File: src/hdl/wdr_pkg.sv
// Package: shared types and constants of the window difficulty retarget block.
`timescale 1ns / 1ps
package wdr_pkg;
  typedef enum logic [3:0] {
    S_LOAD, S_SORT_RD, S_SORT_WAIT, S_SORT_CMP, S_SORT_WR, S_SEL_RD, S_SEL_WAIT,
    S_SEL_CAP, S_MUL, S_DIV, S_OUT
  } state_t;
  localparam int unsigned TimeW = 64;
  localparam int unsigned WorkW = 128;
  localparam int unsigned NumW  = 192;
  localparam logic [31:0] TargetReset = 32'd120;
  localparam logic [1:0] REG_TARGET = 2'd0;
endpackage

File: src/hdl/wdr_divider.sv
// Restoring divider: 192-bit dividend by 64-bit divisor, one quotient bit per cycle.
`timescale 1ns / 1ps
module wdr_divider
  import wdr_pkg::*;
(
  input  logic              clk,
  input  logic              rst,
  input  logic              start,
  input  logic [NumW-1:0]   dividend,
  input  logic [TimeW-1:0]  divisor,
  output logic              busy,
  output logic              done,
  output logic [NumW-1:0]   quotient
);
  logic [NumW-1:0]  num;
  logic [TimeW-1:0] rem;
  logic [TimeW-1:0] den;
  logic [7:0]       count;
  logic [TimeW:0]   shifted;
  logic             take;

  assign shifted = {rem, num[NumW-1]};
  assign take    = shifted >= {1'b0, den};

  always_ff @(posedge clk) begin
    if (rst) begin
      busy  <= 1'b0;
      done  <= 1'b0;
      count <= '0;
    end else begin
      done <= 1'b0;
      if (start) begin
        busy  <= 1'b1;
        count <= 8'(NumW - 1);
      end else if (busy) begin
        if (count == 8'd0) begin
          busy <= 1'b0;
          done <= 1'b1;
        end else begin
          count <= count - 8'd1;
        end
      end
    end
  end

  always_ff @(posedge clk) begin
    if (start) begin
      num      <= dividend;
      rem      <= '0;
      den      <= divisor;
      quotient <= '0;
    end else if (busy) begin
      num      <= {num[NumW-2:0], 1'b0};
      rem      <= take ? TimeW'(shifted - {1'b0, den}) : shifted[TimeW-1:0];
      quotient <= {quotient[NumW-2:0], take};
    end
  end
endmodule

File: config.mk
export PLATFORM = sky130hd
export DESIGN_NAME = wdr_divider
export DESIGN_NICKNAME = d
export VERILOG_FILES = /design/src/hdl/wdr_pkg.sv /design/src/hdl/wdr_divider.sv
export SDC_FILE = /design/constraint.sdc
export NUM_CORES = 1
export LEC_CHECK = 0
export ABC_AREA = 1
export BUFFER_PORTS_ARGS = -buffer_cell sky130_fd_sc_hd__buf_4
export CORE_MARGIN = 5
export CORE_UTILIZATION = 35
export DETAILED_ROUTE_END_ITERATION = 12
export PLACE_DENSITY = 0.55
export SYNTH_ARGS = -nofsm -noshare
export SYNTH_HDL_FRONTEND = slang
export SYNTH_SLANG_ARGS = --single-unit
File: constraint.sdc
create_clock -name clk -period 15.05 [get_ports clk]
set_clock_uncertainty 0.1 [all_clocks]
set_input_delay 1.505 -clock clk [delete_from_list [all_inputs] [get_ports clk]]
set_output_delay 1.505 -clock clk [all_outputs]
set_load 0.02 [all_outputs]
==> metrics.md <==
| Metric | Value |
|---|---|
| Grt met1 use | approximately a quarter |
| Commonest non-fill, non-tap cell in the layout | nand2_1 |
| Final setup TNS | 0 ns |
| Deepest clock path buffer count | 3 |
| Synthesized cell area | 25400 sq um |
| Synth top area share | between 30% and 40% |
| Max_slew headroom | 20.9% |
| Ys flop type | dfxtp_1 |
| Highest-count cells in the layout ignoring fill and taps | nand2_1 (1240), inv_1 (570), buf_4 (463) |
| TritonRoute pass-1 iters | 6 |
| I/O pins | 453 |
| Gr usage total | between 15 and 20% |
| Crit-path most repeated cell | buf_4 |
| Pwr dens | roughly 100 nW/um^2 |
| Setup violators final | 0 |
| Warnings, synthesis | 0 |
| Post-synth ARST share | 0% |
| Register area share after synthesis | about half |
| Initial antenna violation count | 17 |
| Layout cell share with drive strength beyond 1 | roughly 15% |
| Avg Cell Area, Syn | between 7 and 8 sq um |
| Post-synth EDFFs | approximately 260 |
| Post-Syn Instances | 3335 |
| WL final | between 80000 and 90000 microns |
| TritonCTS Sinks | about 520 |
| Worst VDD drop | between 0.1 and 0.15 mV |
| Placed wire-length estimate | 60200 microns |
| Startpoint types | input pin |
| Via count | between 20000 and 25000 |
| GR Util met2 | a little under a third |
| Top cell type by total area after synthesis | edfxtp_1 |
| Final hold viol count | 0 |
| Cell at the slowest stage of the critical path | buf_4 |
| RSZ-0062 raised after global routing | false |
| Critical Path RT | 15.20 ns |
| Syn Nets | approximately 3700 |
| Total grt overflow | 0 |
| Post-DRT Antenna Nets | 0 |
| Starting Density | a little over a third |
| Crit Path Class | in2reg |
| First-pass GRT wire length | ~120000 microns |
| Clk Latency, worst-skew pair | between 0.6 and 0.7 ns |
| Critical path peak fanout | ~150 |
| DIE WIDTH | between 200 and 300 microns |
| Crit end category | register |
| Worst Max-Slew Pin Slew | 1.19 ns |
| Distinct cells, synth | 45 |
| GPL Wtd Cong | roughly 0.92 |
| Initial DRC count | ~1400 |
| Crit path max-delay family | buffers and inverters |
| DR WL/cell | ~17 microns |
| DRC | 0 |
| Largest net degree at the start of global routing | 150 |
| Top cells by area, synth | edfxtp_1 (30%), dfxtp_1 (21%), nand2_1 (18%) |
| Vias in the first global route | approximately 21000 |
| Htree depth | 2 |
| Full die area | 78000 sq um |
| IO Port Bufs | around 450 |
| Design area | roughly 32000 sq um |
| Vias/cell | about 4.6 |
| CP bufs+invs | 4 |
| Crit-path cells | buf_8, nor2_2, inv_8, buf_4, buf_4 |
| Status | finished, final reports clean |
| Root Buffer | clkbuf_16 |
| CORE AREA | 71700 sq um |
| Tightest Hold Check Type | reg2reg |
| Tmin final | between 4 and 5 ns |
| Clock-pin transition on the worst setup and hold timing paths | roughly 0.06 ns |
| Max Cap Violations | 0 |
| Met3 global-route usage | between 5 and 6% |
| Die Ht | roughly 280 microns |
| Achievable Freq | approximately 0.21 GHz |
| Placed Area | 29600 sq um |
| Seq cells post-synth | about 520 |
| Static Leak | around 15 nW |
| Area growth syn-to-layout | 24.3% |
| GRT Max-Usage Layer | met2 |
| Fin crit share | between 30 and 40% |
| Num rows | 98 |
| Post_cts resized | 0 |
| Max incr delay on CP | 0.88 ns |
| Post-CTS Hold Buffers | 0 |
| Fillers | 7463 |
| Total clock buffers created by CTS | 58 |
| Nets | between 4000 and 5000 |
| Slew Limit Fails | 0 |
| Setup Buffers After CTS | 0 |
| Arr. time, crit path | 4.81 ns |
| CTS tree | yes |
layout make-up:
type	instances	area [sq um]	share of cell area [%]
antenna	10	25.0	0.0793
clock buffer	83	1690	5.36
clock inverter	26	249	0.789
inverter	579	2190	6.95
multi-input combinational	2115	9690	30.7
sequential	522	13000	41.3
tap	950	1190	3.77
timing repair buffer	464	3490	11.1
report_power, final:
part	internal [mW]	switching [mW]	leakage [nW]
clock	0.821	0.613	0.944
sequential	1.58	0.0210	4.74
combinational	0.0994	0.174	9.28
sequential cells by signal (all words and copies together), names as in the netlist:
register / count
quotient: 192
den: 64
done: 1
num: 192
count: 8
busy: 1
rem: 64
metrics by stage:
step	cells	power [mW]	utilization, %	hold slack (ns)	setup slack [ns]
after floorplan	3335	1.79	-	0.337	7.01
after global placement	4630	1.90	41.2	0.343	9.71
after detailed placement	4630	1.91	41.2	0.351	9.72
after CTS	4739	3.35	43.9	0.368	10.40
after global routing	4742	3.45	43.9	0.390	10.15
final	4749	3.31	44.0	0.366	10.39
synthesized netlist by cell type (2+ instances only):
cell,n
a211oi_1,2
and2_1,4
o21bai_1,13
nand2_2,5
nor3_1,11
or2_2,2
nand3b_1,3
o22ai_1,189
ha_1,66
o21a_1,4
nor4_1,2
edfxtp_1,256
buf_6,4
inv_1,572
nor2_1,246
nand3_2,2
buf_4,3
nand2_1,1240
a31oi_1,2
nor2_2,10
nand3_1,118
a21o_1,4
nand4_1,23
buf_1,12
inv_2,7
a21oi_1,90
a21boi_1,16
clkbuf_1,94
buf_2,5
dfxtp_1,266
o21ai_0,50
metal layers:
metal | up-vias | routed length, microns | share of wire (%)
li1 | 11300 | - | -
met1 | 9979 | 35300 | 44
met2 | 559 | 36200 | 45
met3 | 146 | 6140 | 7.6
met4 | 14 | 2870 | 3.6
met5 | - | 92 | 0.11
final timing paths:
kind,startpoint,cells past startpoint,endpoint,slack [ns]
setup / recovery,start,5,num[170],10.39
hold / removal,quotient[191],2,quotient[191],0.37
setup reg to reg,den[48],14,rem[33],11.07
hold reg to reg,quotient[191],2,quotient[191],0.37
kinds of logic (layout without fill, tap and decap cells):
| group | after synthesis | in the layout | share of synthesized area, % |
|---|---|---|---|
| AO/OA/AOI/OAI | 375 | 375 | 8.79 |
| flip-flops | 522 | 522 | 51.3 |
| other | 0 | 10 | 0 |
| AND/OR/NAND/NOR | 1671 | 1671 | 26.0 |
| XOR/XNOR | 2 | 2 | 0.0691 |
| adder cells (fa/ha/maj) | 67 | 67 | 3.33 |
| buffers and inverters | 698 | 1152 | 10.5 |
worst reg2reg max path, cell delays in order, from the launching register on:
cell and delay, ns:
edfxtp_1 0.37, inv_1 0.08, ha_1 0.32, a21oi_1 0.25, nand2_1 0.13, a21oi_1 0.18
nand2_1 0.10, nand2_1 0.07, nand2_1 0.08, nor2_4 0.42, nand2_4 0.54, inv_2 0.81
nor2_1 0.18, nor2_1 0.14, nor2_1 0.04
No activity file was read; power rests on OpenSTA's default activity.
